[src/design/ps2mt_pkg.sv]
// Shared types, constants and helpers of the PS/2 mouse packet tracker.
// Used by every module of the block; depends on nothing.
`default_nettype none

package ps2mt_pkg;

    localparam int CoordWidth = 12;
    localparam int PtrWidth   = 12;
    localparam int LimWidth   = 13;
    localparam int SumWidth   = 18;

    localparam logic [7:0] SyncBit  = 8'h08;
    localparam logic [7:0] XSignBit = 8'h10;
    localparam logic [7:0] YSignBit = 8'h20;
    localparam logic [7:0] OvfBits  = 8'hC0;
    localparam logic [7:0] LeftBit  = 8'h01;
    localparam logic [7:0] RightBit = 8'h02;

    localparam logic [CoordWidth-1:0] ResetX = CoordWidth'(320);
    localparam logic [CoordWidth-1:0] ResetY = CoordWidth'(240);

    typedef logic [CoordWidth-1:0] t_coord;

    typedef enum logic [1:0] {
        EvDown   = 2'd0,
        EvUp     = 2'd1,
        EvScroll = 2'd2,
        EvMove   = 2'd3
    } t_event;

    typedef enum logic [1:0] {
        PosHeader = 2'd0,
        PosX      = 2'd1,
        PosY      = 2'd2,
        PosScroll = 2'd3
    } t_pos;

    typedef enum logic [1:0] {
        RegWheelMode   = 2'd0,
        RegWidthLimit  = 2'd1,
        RegHeightLimit = 2'd2,
        RegSpeedFactor = 2'd3
    } t_reg;

    typedef struct packed {
        logic                wheel_mode;
        logic [LimWidth-1:0] width_limit;
        logic [LimWidth-1:0] height_limit;
        logic [1:0]          speed_factor;
    } t_cfg;

    // One completed, non-overflowed packet with scaled deltas.
    typedef struct packed {
        logic               left;
        logic               right;
        logic signed [10:0] dx;
        logic signed [10:0] dy;
        logic signed [2:0]  wz;
    } t_pkt;

    // Multiply by speed (0 acts as 1) and halve, truncating toward zero.
    function automatic logic signed [10:0] scale_delta(input logic signed [9:0] d,
                                                       input logic [1:0] sp);
        logic [1:0]         spe;
        logic signed [11:0] p;
        logic signed [11:0] p_adj;
        spe   = (sp == 2'd0) ? 2'd1 : sp;
        p     = 12'(d) * $signed({10'd0, spe});
        p_adj = p + $signed({11'd0, p[11]});
        return p_adj[11:1];
    endfunction

    // Fold scroll byte: beyond +-7 becomes +-1, then clamp to +-3.
    function automatic logic signed [2:0] fold_scroll(input logic [7:0] b);
        logic signed [7:0] z;
        logic signed [2:0] r;
        z = $signed(b);
        if (z > 8'sd7) begin
            r = 3'sd1;
        end else if (z < -8'sd7) begin
            r = -3'sd1;
        end else if (z > 8'sd3) begin
            r = 3'sd3;
        end else if (z < -8'sd3) begin
            r = -3'sd3;
        end else begin
            r = z[2:0];
        end
        return r;
    endfunction

    // Limit 0 acts as 1, limits above 2^CoordWidth act as 2^CoordWidth.
    function automatic logic [16:0] eff_limit(input logic [LimWidth-1:0] lim);
        logic [16:0] l;
        logic [16:0] top;
        l   = 17'(lim);
        top = 17'(1) << CoordWidth;
        if (l == 17'd0) begin
            l = 17'd1;
        end else if (l > top) begin
            l = top;
        end
        return l;
    endfunction

    function automatic t_coord clamp_coord(input t_coord cur,
                                           input logic signed [10:0] d,
                                           input logic [LimWidth-1:0] lim);
        logic signed [SumWidth-1:0] v;
        logic [16:0]                l;
        t_coord                     r;
        l = eff_limit(lim);
        v = $signed({{(SumWidth-CoordWidth){1'b0}}, cur}) + SumWidth'(d);
        if (v[SumWidth-1]) begin
            r = '0;
        end else if (v[16:0] >= l) begin
            r = CoordWidth'(l - 17'd1);
        end else begin
            r = v[CoordWidth-1:0];
        end
        return r;
    endfunction

    function automatic logic [PtrWidth-1:0] to_ptr(input t_coord c);
        logic [CoordWidth+PtrWidth-1:0] t;
        t = (CoordWidth+PtrWidth)'(c);
        return t[PtrWidth-1:0];
    endfunction

endpackage

`default_nettype wire

[src/design/ps2mt_front.sv]
// Front end: assembles mouse bytes into packets, drops unsynced and
// overflowed ones, scales deltas and folds scroll. Uses ps2mt_pkg.
`default_nettype none

module ps2mt_front (
    input  wire logic              i_clk,
    input  wire logic              i_rst_n,
    input  wire logic              i_valid,
    output logic                   o_stall,
    input  wire logic [7:0]        i_rx_byte,
    input  wire ps2mt_pkg::t_cfg   i_cfg,
    output logic                   o_push,
    output ps2mt_pkg::t_pkt        o_pkt,
    input  wire logic              i_full
);

    ps2mt_pkg::t_pos r_pos, n_pos;
    logic [7:0]      r_hdr, n_hdr;
    logic [7:0]      r_xb, n_xb;
    logic [7:0]      r_yb, n_yb;

    logic              acc;
    logic              complete;
    logic              use_scroll;
    logic [7:0]        ybyte;
    logic signed [9:0] dx_raw;
    logic signed [9:0] dy_raw;

    assign o_stall = i_full;
    assign acc     = i_valid && !i_full;

    always_comb begin
        n_pos    = r_pos;
        n_hdr    = r_hdr;
        n_xb     = r_xb;
        n_yb     = r_yb;
        complete = 1'b0;
        if (acc) begin
            case (r_pos)
                ps2mt_pkg::PosHeader: begin
                    if ((i_rx_byte & ps2mt_pkg::SyncBit) != 8'd0) begin
                        n_hdr = i_rx_byte;
                        n_pos = ps2mt_pkg::PosX;
                    end
                end
                ps2mt_pkg::PosX: begin
                    n_xb  = i_rx_byte;
                    n_pos = ps2mt_pkg::PosY;
                end
                ps2mt_pkg::PosY: begin
                    n_yb = i_rx_byte;
                    if (i_cfg.wheel_mode) begin
                        n_pos = ps2mt_pkg::PosScroll;
                    end else begin
                        n_pos    = ps2mt_pkg::PosHeader;
                        complete = 1'b1;
                    end
                end
                ps2mt_pkg::PosScroll: begin
                    n_pos    = ps2mt_pkg::PosHeader;
                    complete = 1'b1;
                end
                default: begin
                    n_pos = ps2mt_pkg::PosHeader;
                end
            endcase
        end
    end

    // The y byte is still on the input when a three-byte packet completes.
    assign ybyte      = (r_pos == ps2mt_pkg::PosY) ? i_rx_byte : r_yb;
    assign use_scroll = (r_pos == ps2mt_pkg::PosScroll) && i_cfg.wheel_mode;

    assign dx_raw = $signed({{2{(r_hdr & ps2mt_pkg::XSignBit) != 8'd0}}, r_xb});
    assign dy_raw = -$signed({{2{(r_hdr & ps2mt_pkg::YSignBit) != 8'd0}}, ybyte});

    always_comb begin
        o_pkt.left  = (r_hdr & ps2mt_pkg::LeftBit) != 8'd0;
        o_pkt.right = (r_hdr & ps2mt_pkg::RightBit) != 8'd0;
        o_pkt.dx    = ps2mt_pkg::scale_delta(dx_raw, i_cfg.speed_factor);
        o_pkt.dy    = ps2mt_pkg::scale_delta(dy_raw, i_cfg.speed_factor);
        o_pkt.wz    = use_scroll ? ps2mt_pkg::fold_scroll(i_rx_byte) : 3'sd0;
    end

    // Drop overflowed packets here; they leave no trace downstream.
    assign o_push = complete && ((r_hdr & ps2mt_pkg::OvfBits) == 8'd0);

    always_ff @(posedge i_clk) begin
        if (!i_rst_n) begin
            r_pos <= ps2mt_pkg::PosHeader;
            r_hdr <= 8'd0;
            r_xb  <= 8'd0;
            r_yb  <= 8'd0;
        end else begin
            r_pos <= n_pos;
            r_hdr <= n_hdr;
            r_xb  <= n_xb;
            r_yb  <= n_yb;
        end
    end

endmodule

`default_nettype wire

[src/design/ps2mt_fifo.sv]
// Two-entry packet queue between front and back end.
// Uses ps2mt_pkg for the packet type.
`default_nettype none

module ps2mt_fifo (
    input  wire logic            i_clk,
    input  wire logic            i_rst_n,
    input  wire logic            i_push,
    input  wire ps2mt_pkg::t_pkt i_pkt,
    output logic                 o_full,
    input  wire logic            i_pop,
    output ps2mt_pkg::t_pkt      o_pkt,
    output logic                 o_empty
);

    ps2mt_pkg::t_pkt r_mem [2];
    logic            r_wp, n_wp;
    logic            r_rp, n_rp;
    logic [1:0]      r_cnt, n_cnt;

    assign o_full  = (r_cnt == 2'd2);
    assign o_empty = (r_cnt == 2'd0);
    assign o_pkt   = r_mem[r_rp];

    always_comb begin
        n_wp  = r_wp;
        n_rp  = r_rp;
        n_cnt = r_cnt;
        if (i_push) begin
            n_wp = !r_wp;
        end
        if (i_pop) begin
            n_rp = !r_rp;
        end
        if (i_push && !i_pop) begin
            n_cnt = r_cnt + 2'd1;
        end else if (!i_push && i_pop) begin
            n_cnt = r_cnt - 2'd1;
        end
    end

    always_ff @(posedge i_clk) begin
        if (i_push) begin
            r_mem[r_wp] <= i_pkt;
        end
    end

    always_ff @(posedge i_clk) begin
        if (!i_rst_n) begin
            r_wp  <= 1'b0;
            r_rp  <= 1'b0;
            r_cnt <= 2'd0;
        end else begin
            r_wp  <= n_wp;
            r_rp  <= n_rp;
            r_cnt <= n_cnt;
        end
    end

endmodule

`default_nettype wire

[src/design/ps2mt_back.sv]
// Back end: applies a packet to cursor and button state, then issues its
// events one beat at a time through an output register. Uses ps2mt_pkg.
`default_nettype none

module ps2mt_back (
    input  wire logic            i_clk,
    input  wire logic            i_rst_n,
    input  wire ps2mt_pkg::t_cfg i_cfg,
    input  wire ps2mt_pkg::t_pkt i_pkt,
    input  wire logic            i_empty,
    output logic                 o_pop,
    output logic                 o_valid,
    input  wire logic            i_stall,
    output logic [1:0]           o_event_kind,
    output logic [1:0]           o_button_code,
    output logic [11:0]          o_pointer_x,
    output logic [11:0]          o_pointer_y,
    output logic signed [2:0]    o_wheel_delta,
    output logic                 o_last_of_packet
);

    ps2mt_pkg::t_coord r_cx, r_cy;
    logic              r_left, r_right;
    logic [3:0]        r_pend, n_pend;
    logic signed [2:0] r_wz;

    logic              r_ov, n_ov;
    ps2mt_pkg::t_event r_kind, n_kind;
    logic [1:0]        r_code, n_code;
    logic [11:0]       r_px, r_py;
    logic signed [2:0] r_owz, n_owz;
    logic              r_last, n_last;

    logic       emit;
    logic [3:0] sel;
    logic [3:0] rest;

    // Pending bits: left edge, right edge, scroll, move; lowest goes first.
    assign sel   = r_pend & (~r_pend + 4'd1);
    assign rest  = r_pend & ~sel;
    assign emit  = (r_pend != 4'd0) && (!r_ov || !i_stall);
    assign o_pop = !i_empty && ((r_pend == 4'd0) || (emit && rest == 4'd0));

    always_comb begin
        n_kind = r_kind;
        n_code = r_code;
        n_owz  = 3'sd0;
        n_last = rest == 4'd0;
        case (sel)
            4'b0001: begin
                n_kind = r_left ? ps2mt_pkg::EvDown : ps2mt_pkg::EvUp;
                n_code = 2'd0;
            end
            4'b0010: begin
                n_kind = r_right ? ps2mt_pkg::EvDown : ps2mt_pkg::EvUp;
                n_code = 2'd1;
            end
            4'b0100: begin
                n_kind = ps2mt_pkg::EvScroll;
                n_code = 2'd0;
                n_owz  = r_wz;
            end
            4'b1000: begin
                n_kind = ps2mt_pkg::EvMove;
                n_code = {r_right, r_left};
            end
            default: begin
                n_kind = r_kind;
                n_code = r_code;
            end
        endcase
    end

    always_comb begin
        n_ov = r_ov;
        if (emit) begin
            n_ov = 1'b1;
        end else if (!i_stall) begin
            n_ov = 1'b0;
        end
        n_pend = emit ? rest : r_pend;
        if (o_pop) begin
            n_pend = {(i_pkt.dx != 11'sd0) || (i_pkt.dy != 11'sd0),
                      i_pkt.wz != 3'sd0,
                      i_pkt.right != r_right,
                      i_pkt.left != r_left};
        end
    end

    // Output payload takes the cursor before a same-cycle pop updates it.
    always_ff @(posedge i_clk) begin
        if (emit) begin
            r_kind <= n_kind;
            r_code <= n_code;
            r_owz  <= n_owz;
            r_last <= n_last;
            r_px   <= ps2mt_pkg::to_ptr(r_cx);
            r_py   <= ps2mt_pkg::to_ptr(r_cy);
        end
        if (o_pop) begin
            r_wz <= i_pkt.wz;
        end
    end

    always_ff @(posedge i_clk) begin
        if (!i_rst_n) begin
            r_cx    <= ps2mt_pkg::ResetX;
            r_cy    <= ps2mt_pkg::ResetY;
            r_left  <= 1'b0;
            r_right <= 1'b0;
            r_pend  <= 4'd0;
            r_ov    <= 1'b0;
        end else begin
            r_pend <= n_pend;
            r_ov   <= n_ov;
            if (o_pop) begin
                r_cx    <= ps2mt_pkg::clamp_coord(r_cx, i_pkt.dx, i_cfg.width_limit);
                r_cy    <= ps2mt_pkg::clamp_coord(r_cy, i_pkt.dy, i_cfg.height_limit);
                r_left  <= i_pkt.left;
                r_right <= i_pkt.right;
            end
        end
    end

    assign o_valid          = r_ov;
    assign o_event_kind     = r_kind;
    assign o_button_code    = r_code;
    assign o_pointer_x      = r_px;
    assign o_pointer_y      = r_py;
    assign o_wheel_delta    = r_owz;
    assign o_last_of_packet = r_last;

endmodule

`default_nettype wire

[src/design/ps2_mouse_packet_tracker.sv]
// Top level of the PS/2 mouse packet tracker: config registers, front end,
// packet queue and back end. Uses ps2mt_pkg, ps2mt_front, ps2mt_fifo, ps2mt_back.
//
//   channel  | direction | handshake          | payload
//   ---------+-----------+--------------------+----------------------------------
//   input    | in        | i_valid / o_stall  | i_rx_byte
//   output   | out       | o_valid / i_stall  | o_event_kind .. o_last_of_packet
//   config   | in        | APB psel/penable   | paddr, pwdata, prdata
//
// A byte is taken every cycle while the two-entry packet queue has room.
// The back end issues a packet's events (1 to 4) one at a time, overlapped
// with loading the next one; a packet with no events is popped without any.
// Reset is synchronous and active low: restores registers, cursor 320/240.
// A stalled output holds its beat; the queue fills, then the input stalls.
`default_nettype none

module ps2_mouse_packet_tracker (
    input  wire logic        i_clk,
    input  wire logic        i_rst_n,
    input  wire logic        i_valid,
    output logic             o_stall,
    input  wire logic [7:0]  i_rx_byte,
    output logic             o_valid,
    input  wire logic        i_stall,
    output logic [1:0]       o_event_kind,
    output logic [1:0]       o_button_code,
    output logic [11:0]      o_pointer_x,
    output logic [11:0]      o_pointer_y,
    output logic signed [2:0] o_wheel_delta,
    output logic             o_last_of_packet,
    input  wire logic        psel,
    input  wire logic        penable,
    input  wire logic        pwrite,
    input  wire logic [3:0]  paddr,
    input  wire logic [31:0] pwdata,
    output logic [31:0]      prdata,
    output logic             pready
);

    ps2mt_pkg::t_cfg r_cfg;
    ps2mt_pkg::t_reg reg_idx;
    logic            cfg_wr;

    logic            push, pop, full, empty;
    ps2mt_pkg::t_pkt f_pkt, q_pkt;

    assign pready  = 1'b1;
    assign reg_idx = ps2mt_pkg::t_reg'(paddr[3:2]);
    assign cfg_wr  = psel && penable && pwrite;

    always_ff @(posedge i_clk) begin
        if (!i_rst_n) begin
            r_cfg.wheel_mode   <= 1'b0;
            r_cfg.width_limit  <= 13'd640;
            r_cfg.height_limit <= 13'd480;
            r_cfg.speed_factor <= 2'd2;
        end else if (cfg_wr) begin
            case (reg_idx)
                ps2mt_pkg::RegWheelMode:   r_cfg.wheel_mode   <= pwdata[0];
                ps2mt_pkg::RegWidthLimit:  r_cfg.width_limit  <= pwdata[12:0];
                ps2mt_pkg::RegHeightLimit: r_cfg.height_limit <= pwdata[12:0];
                ps2mt_pkg::RegSpeedFactor: r_cfg.speed_factor <= pwdata[1:0];
                default: begin
                end
            endcase
        end
    end

    always_comb begin
        case (reg_idx)
            ps2mt_pkg::RegWheelMode:   prdata = {31'd0, r_cfg.wheel_mode};
            ps2mt_pkg::RegWidthLimit:  prdata = {19'd0, r_cfg.width_limit};
            ps2mt_pkg::RegHeightLimit: prdata = {19'd0, r_cfg.height_limit};
            ps2mt_pkg::RegSpeedFactor: prdata = {30'd0, r_cfg.speed_factor};
            default:                   prdata = 32'd0;
        endcase
    end

    ps2mt_front u_front (
        .i_clk     (i_clk),
        .i_rst_n   (i_rst_n),
        .i_valid   (i_valid),
        .o_stall   (o_stall),
        .i_rx_byte (i_rx_byte),
        .i_cfg     (r_cfg),
        .o_push    (push),
        .o_pkt     (f_pkt),
        .i_full    (full)
    );

    ps2mt_fifo u_fifo (
        .i_clk   (i_clk),
        .i_rst_n (i_rst_n),
        .i_push  (push),
        .i_pkt   (f_pkt),
        .o_full  (full),
        .i_pop   (pop),
        .o_pkt   (q_pkt),
        .o_empty (empty)
    );

    ps2mt_back u_back (
        .i_clk            (i_clk),
        .i_rst_n          (i_rst_n),
        .i_cfg            (r_cfg),
        .i_pkt            (q_pkt),
        .i_empty          (empty),
        .o_pop            (pop),
        .o_valid          (o_valid),
        .i_stall          (i_stall),
        .o_event_kind     (o_event_kind),
        .o_button_code    (o_button_code),
        .o_pointer_x      (o_pointer_x),
        .o_pointer_y      (o_pointer_y),
        .o_wheel_delta    (o_wheel_delta),
        .o_last_of_packet (o_last_of_packet)
    );

    a_wheel_only_scroll: assert property (@(posedge i_clk) disable iff (!i_rst_n)
        o_valid && (o_event_kind != ps2mt_pkg::EvScroll) |-> o_wheel_delta == 3'sd0)
        else $error("wheel delta outside a scroll event");

    a_scroll_range: assert property (@(posedge i_clk) disable iff (!i_rst_n)
        o_valid && (o_event_kind == ps2mt_pkg::EvScroll)
            |-> (o_wheel_delta != 3'sd0) && (o_wheel_delta != -3'sd4))
        else $error("scroll event with bad delta");

    a_move_is_last: assert property (@(posedge i_clk) disable iff (!i_rst_n)
        o_valid && (o_event_kind == ps2mt_pkg::EvMove) |-> o_last_of_packet)
        else $error("move event not last of packet");

    a_button_code: assert property (@(posedge i_clk) disable iff (!i_rst_n)
        o_valid && ((o_event_kind == ps2mt_pkg::EvDown) || (o_event_kind == ps2mt_pkg::EvUp))
            |-> !o_button_code[1])
        else $error("button edge with bad code");

endmodule

`default_nettype wire
[config.mk]
export PLATFORM = sky130hd
export DESIGN_NAME = ps2_mouse_packet_tracker
export DESIGN_NICKNAME = d
export VERILOG_FILES = /design/src/design/ps2mt_pkg.sv /design/src/design/ps2mt_front.sv /design/src/design/ps2mt_fifo.sv /design/src/design/ps2mt_back.sv /design/src/design/ps2_mouse_packet_tracker.sv
export SDC_FILE = /design/constraint.sdc
export NUM_CORES = 1
export LEC_CHECK = 0
export ABC_CLOCK_PERIOD_IN_PS = 5000
export BUFFER_PORTS_ARGS = -buffer_cell sky130_fd_sc_hd__buf_2
export CORE_UTILIZATION = 45
export CTS_BUF_LIST = sky130_fd_sc_hd__clkbuf_8
export DETAILED_ROUTE_END_ITERATION = 8
export HOLD_SLACK_MARGIN = 0.06
export PLACE_DENSITY = 0.71
export SYNTH_ARGS = -nofsm -noshare
export SYNTH_HDL_FRONTEND = slang
export SYNTH_SLANG_ARGS = --single-unit
[constraint.sdc]
create_clock -name i_clk -period 5 [get_ports i_clk]
set_clock_uncertainty 0.1 [all_clocks]
set_input_delay 0.25 -clock i_clk [delete_from_list [all_inputs] [get_ports i_clk]]
set_output_delay 0.25 -clock i_clk [all_outputs]
set_load 0.1 [all_outputs]
==> flow_metrics.tcl <==
set metrics [dict create \
    outcome "complete, no violations" \
    final_nets 1420 \
    gp_congestion 0.855 \
    required_ps 5090 \
    drc 0 \
    power.share.clock 0.157 \
    setup_viol 0 \
    viasPerCell 5.44 \
    grt_max_degree 46 \
    drive_gt1_frac 0.144 \
    dieWidth_um 161 \
    min_from "i_rx_byte[3]" \
    synth_edf_count 89 \
    clkSinkCount 178 \
    max-vdd-ir-drop_mv 0.392 \
    worst_pin_slew_ps 1010 \
    drtAntennaViolNets 0 \
    netlist_area_um2 11300 \
    grt_pass1_wl_mm 40.8 \
    cts_root_buf "clkbuf_8" \
    portBuffers 76 \
    r2r-start "u_front.r_pos[0]$_SDFFE_PN0P_" \
    tns_ps 0 \
    core-area_um2 24500 \
    track_usage 0.195 \
    holdWs_ps 78.6 \
    fp-row-count 57 \
    wirelength_mm 25.2 \
    cp.arrival_ps 4800 \
    yosysSeqAreaShare 0.393 \
    antennaDiodeCount 0 \
    clkTransAtPathRegs_ps 110 \
    synthTopCellsByArea "edfxtp_1, dfxtp_1, ha_1" \
    internal-power_mw 3.74 \
    clkLatencyLatePin_ps 470 \
    drtPass1Iterations 5 \
    cp_slowest_cell "or3b_4" \
    worstSetupEndpointType "register" \
    hold_path_end "u_front.r_yb[3]$_SDFFE_PN0P_" \
    start_util 0.462 \
    hold_viol 0 \
    vias 8745 \
    ys_types 77 \
    max_stage_delay_ps 420 \
    fin_crit_ps 4710 \
    start_kind "register" \
    netSwitchingFraction 0.480 \
    postSynthCellCount 1183 \
    criticalPathCategory "register to register" \
    dp_hpwl_mm 19.0 \
    synth_warnings 0 \
    grt_pass1_vias 8257 \
    fin_cells 1607 \
    synth_top_area_cell "edfxtp_1" \
    htreeDepth 4 \
    leakage_nw 5.45 \
    cp.buffers_inverters 0 \
    postSynthAreaPerCell_um2 9.57 \
    cts_buffers 17 \
    fp.dieH_um 161 \
    cap_violations 0 \
    wl_per_cell_um 15.7 \
    grt_overflow 0 \
    drt-initial-drc-count 576 \
    critPathMostFrequentCell "ha_1" \
    layout_common_cells "nand2_1, ha_1, edfxtp_1" \
    cts_tree "done" \
    max_clock_freq_mhz 212 \
    ys_seq_elements 178 \
    crit_chain "nand2b_4 -> mux2i_2 -> ha_2 -> nand2_2 -> or3b_4 -> xnor2_2 -> and2_1 -> ha_1 -> ha_1 -> and3_1 -> a22oi_2 -> a21oi_2 -> mux2i_1 -> nand2_2 -> nor3_1 -> ha_1 -> nand3_1 -> nor2_1 -> nand2_1 -> nor2_1 -> nand2_1 -> xnor2_1" \
    synth_flop_cell "edfxtp_1" \
    clockBufferDepth 2 \
    grt_antenna_before_repair 0 \
    p_comb_frac 0.554 \
    path_delay_family "simple AND/OR/NAND/NOR gates" \
    numPlacedInstances 1557 \
    r2r-end "u_fifo.r_mem[1][10]$_DFFE_PP_" \
    drv_slew 0 \
    switching_power_mw 3.45 \
    io_pins 118 \
    min_path_type "primary input to register" \
    pre_cts_ws_ps 167 \
    r2r.worst_path.cells 22 \
    finalCritPeriodShare 0.942 \
    synth_top_area_frac 0.236 \
    layout_commonest_cell "nand2_1" \
    timing.final.ws_setup_ps 291 \
    ys_async_sr_fraction 0 \
    areaGrowthSynthToFinish_pct 11.8 \
    p_seq_frac 0.289 \
    cp_max_fo 5 \
    max_slew_margin 0.323 \
    r2r_slack_ps 290 \
    total_power_mw 7.19 \
    die_area_um2 25800 \
    hold_depth 3 \
    power.density_nw_per_um2 568 \
]
==> layout make-up <==
cell class / count / area (µm²)
fill: 2227 / 11900
tap: 324 / 405
multi-input combinational: 927 / 6510
sequential: 178 / 4460
inverter: 32 / 120
clock inverter: 15 / 215
clock buffer: 17 / 234
timing repair buffer: 114 / 718
==> cell families after synthesis <==
logic type	share of synthesized area
muxes	0.0740
and+or+nand+nor	0.181
adders and majority gates	0.113
DFF	0.393
buffers and inverters	0.0420
AOI/OAI and AO/OA	0.140
other	0.000663
xor gates and xnor gates	0.0557
==> per-layer routing <==
layer  share of wire  wire length (µm)  GRT usage  up-vias
met2            0.48             12000      0.338      229
met3           0.045              1130     0.0287       23
li1                -                 -          -     4383
met5               0                 0          0        -
met4           0.015               371     0.0494        0
met1            0.46             11700      0.254     4110
==> cells in the mapped netlist (25+ instances only) <==
cell      number
nand2_1      145
nor2b_1       29
edfxtp_1      89
clkbuf_1      31
and2_1        36
ha_1          95
mux2i_1       50
xor2_1        25
nor2_1        82
inv_1         32
xnor2_1       47
nor3_1        30
dfxtp_1       89
a21oi_1       48
o21ai_0       65
==> worst reg2reg max path: cells and delay by family, from the launching register on <==
kind | cells | cell delay, ps
adder cells (fa/ha/maj) | 4 | 1090
AO/OA/AOI/OAI | 2 | 260
multiplexers | 2 | 540
AND/OR/NAND/NOR | 12 | 1790
flip-flops | 1 | 350
XOR/XNOR | 2 | 300
==> state kept, by name, summed over array words and instances, names as in the netlist, 3 cells and up, named ones only <==
name and count:
u_front.r_hdr 6, u_front.r_xb 8, r_cfg 29, u_back.r_wz 3
u_back.r_pend 4, u_back.o_wheel_delta 3, u_front.r_yb 8, u_back.o_pointer_y 12
u_fifo.r_mem 54, u_back.o_pointer_x 12, u_back.r_cx 12, u_back.r_cy 12
==> how the worst max path moves through the flow <==
stage                                              from                             to  cells past startpoint  slack, ps
after floorplan           u_front.r_pos[0]$_SDFFE_PN0P_  u_fifo.r_mem[0][10]$_DFFE_PP_                     25         70
after global placement                         register    u_back.r_cy[8]$_SDFFE_PN0P_                     16        250
after detailed placement                       register    u_back.r_cy[8]$_SDFFE_PN0P_                     16        170
after CTS                 u_front.r_pos[1]$_SDFFE_PN0P_  u_fifo.r_mem[1][10]$_DFFE_PP_                     22        120
after global routing      u_front.r_pos[0]$_SDFFE_PN0P_  u_fifo.r_mem[1][10]$_DFFE_PP_                     22        -10
final                     u_front.r_pos[0]$_SDFFE_PN0P_  u_fifo.r_mem[1][10]$_DFFE_PP_                     22        290
==> repair_timing <==
item                                    CTS  global route
hold buffers                             18             0
endpoints found under the setup margin    0            29
hold endpoints to repair                 39             0
buffers inserted                          0             0
gates resized for setup                   0            11
==> through the flow <==
stage	area (µm²)	utilization
final	12700	0.516
after global routing	12700	0.516
after CTS	12600	0.514
after detailed placement	12000	0.489
after global placement	12000	0.489
after floorplan	11400	-
==> power groups by stage <==
stage	Clock [mW]	Combinational (mW)	Sequential (mW)
after CTS	1.15	3.95	2.08
after global placement	0	3.85	2.11
after detailed placement	0	3.92	2.11
after floorplan	0	2.25	3.02
after global routing	1.21	4.32	2.11
final	1.13	3.98	2.08
No activity file was read; power rests on OpenSTA's default activity.
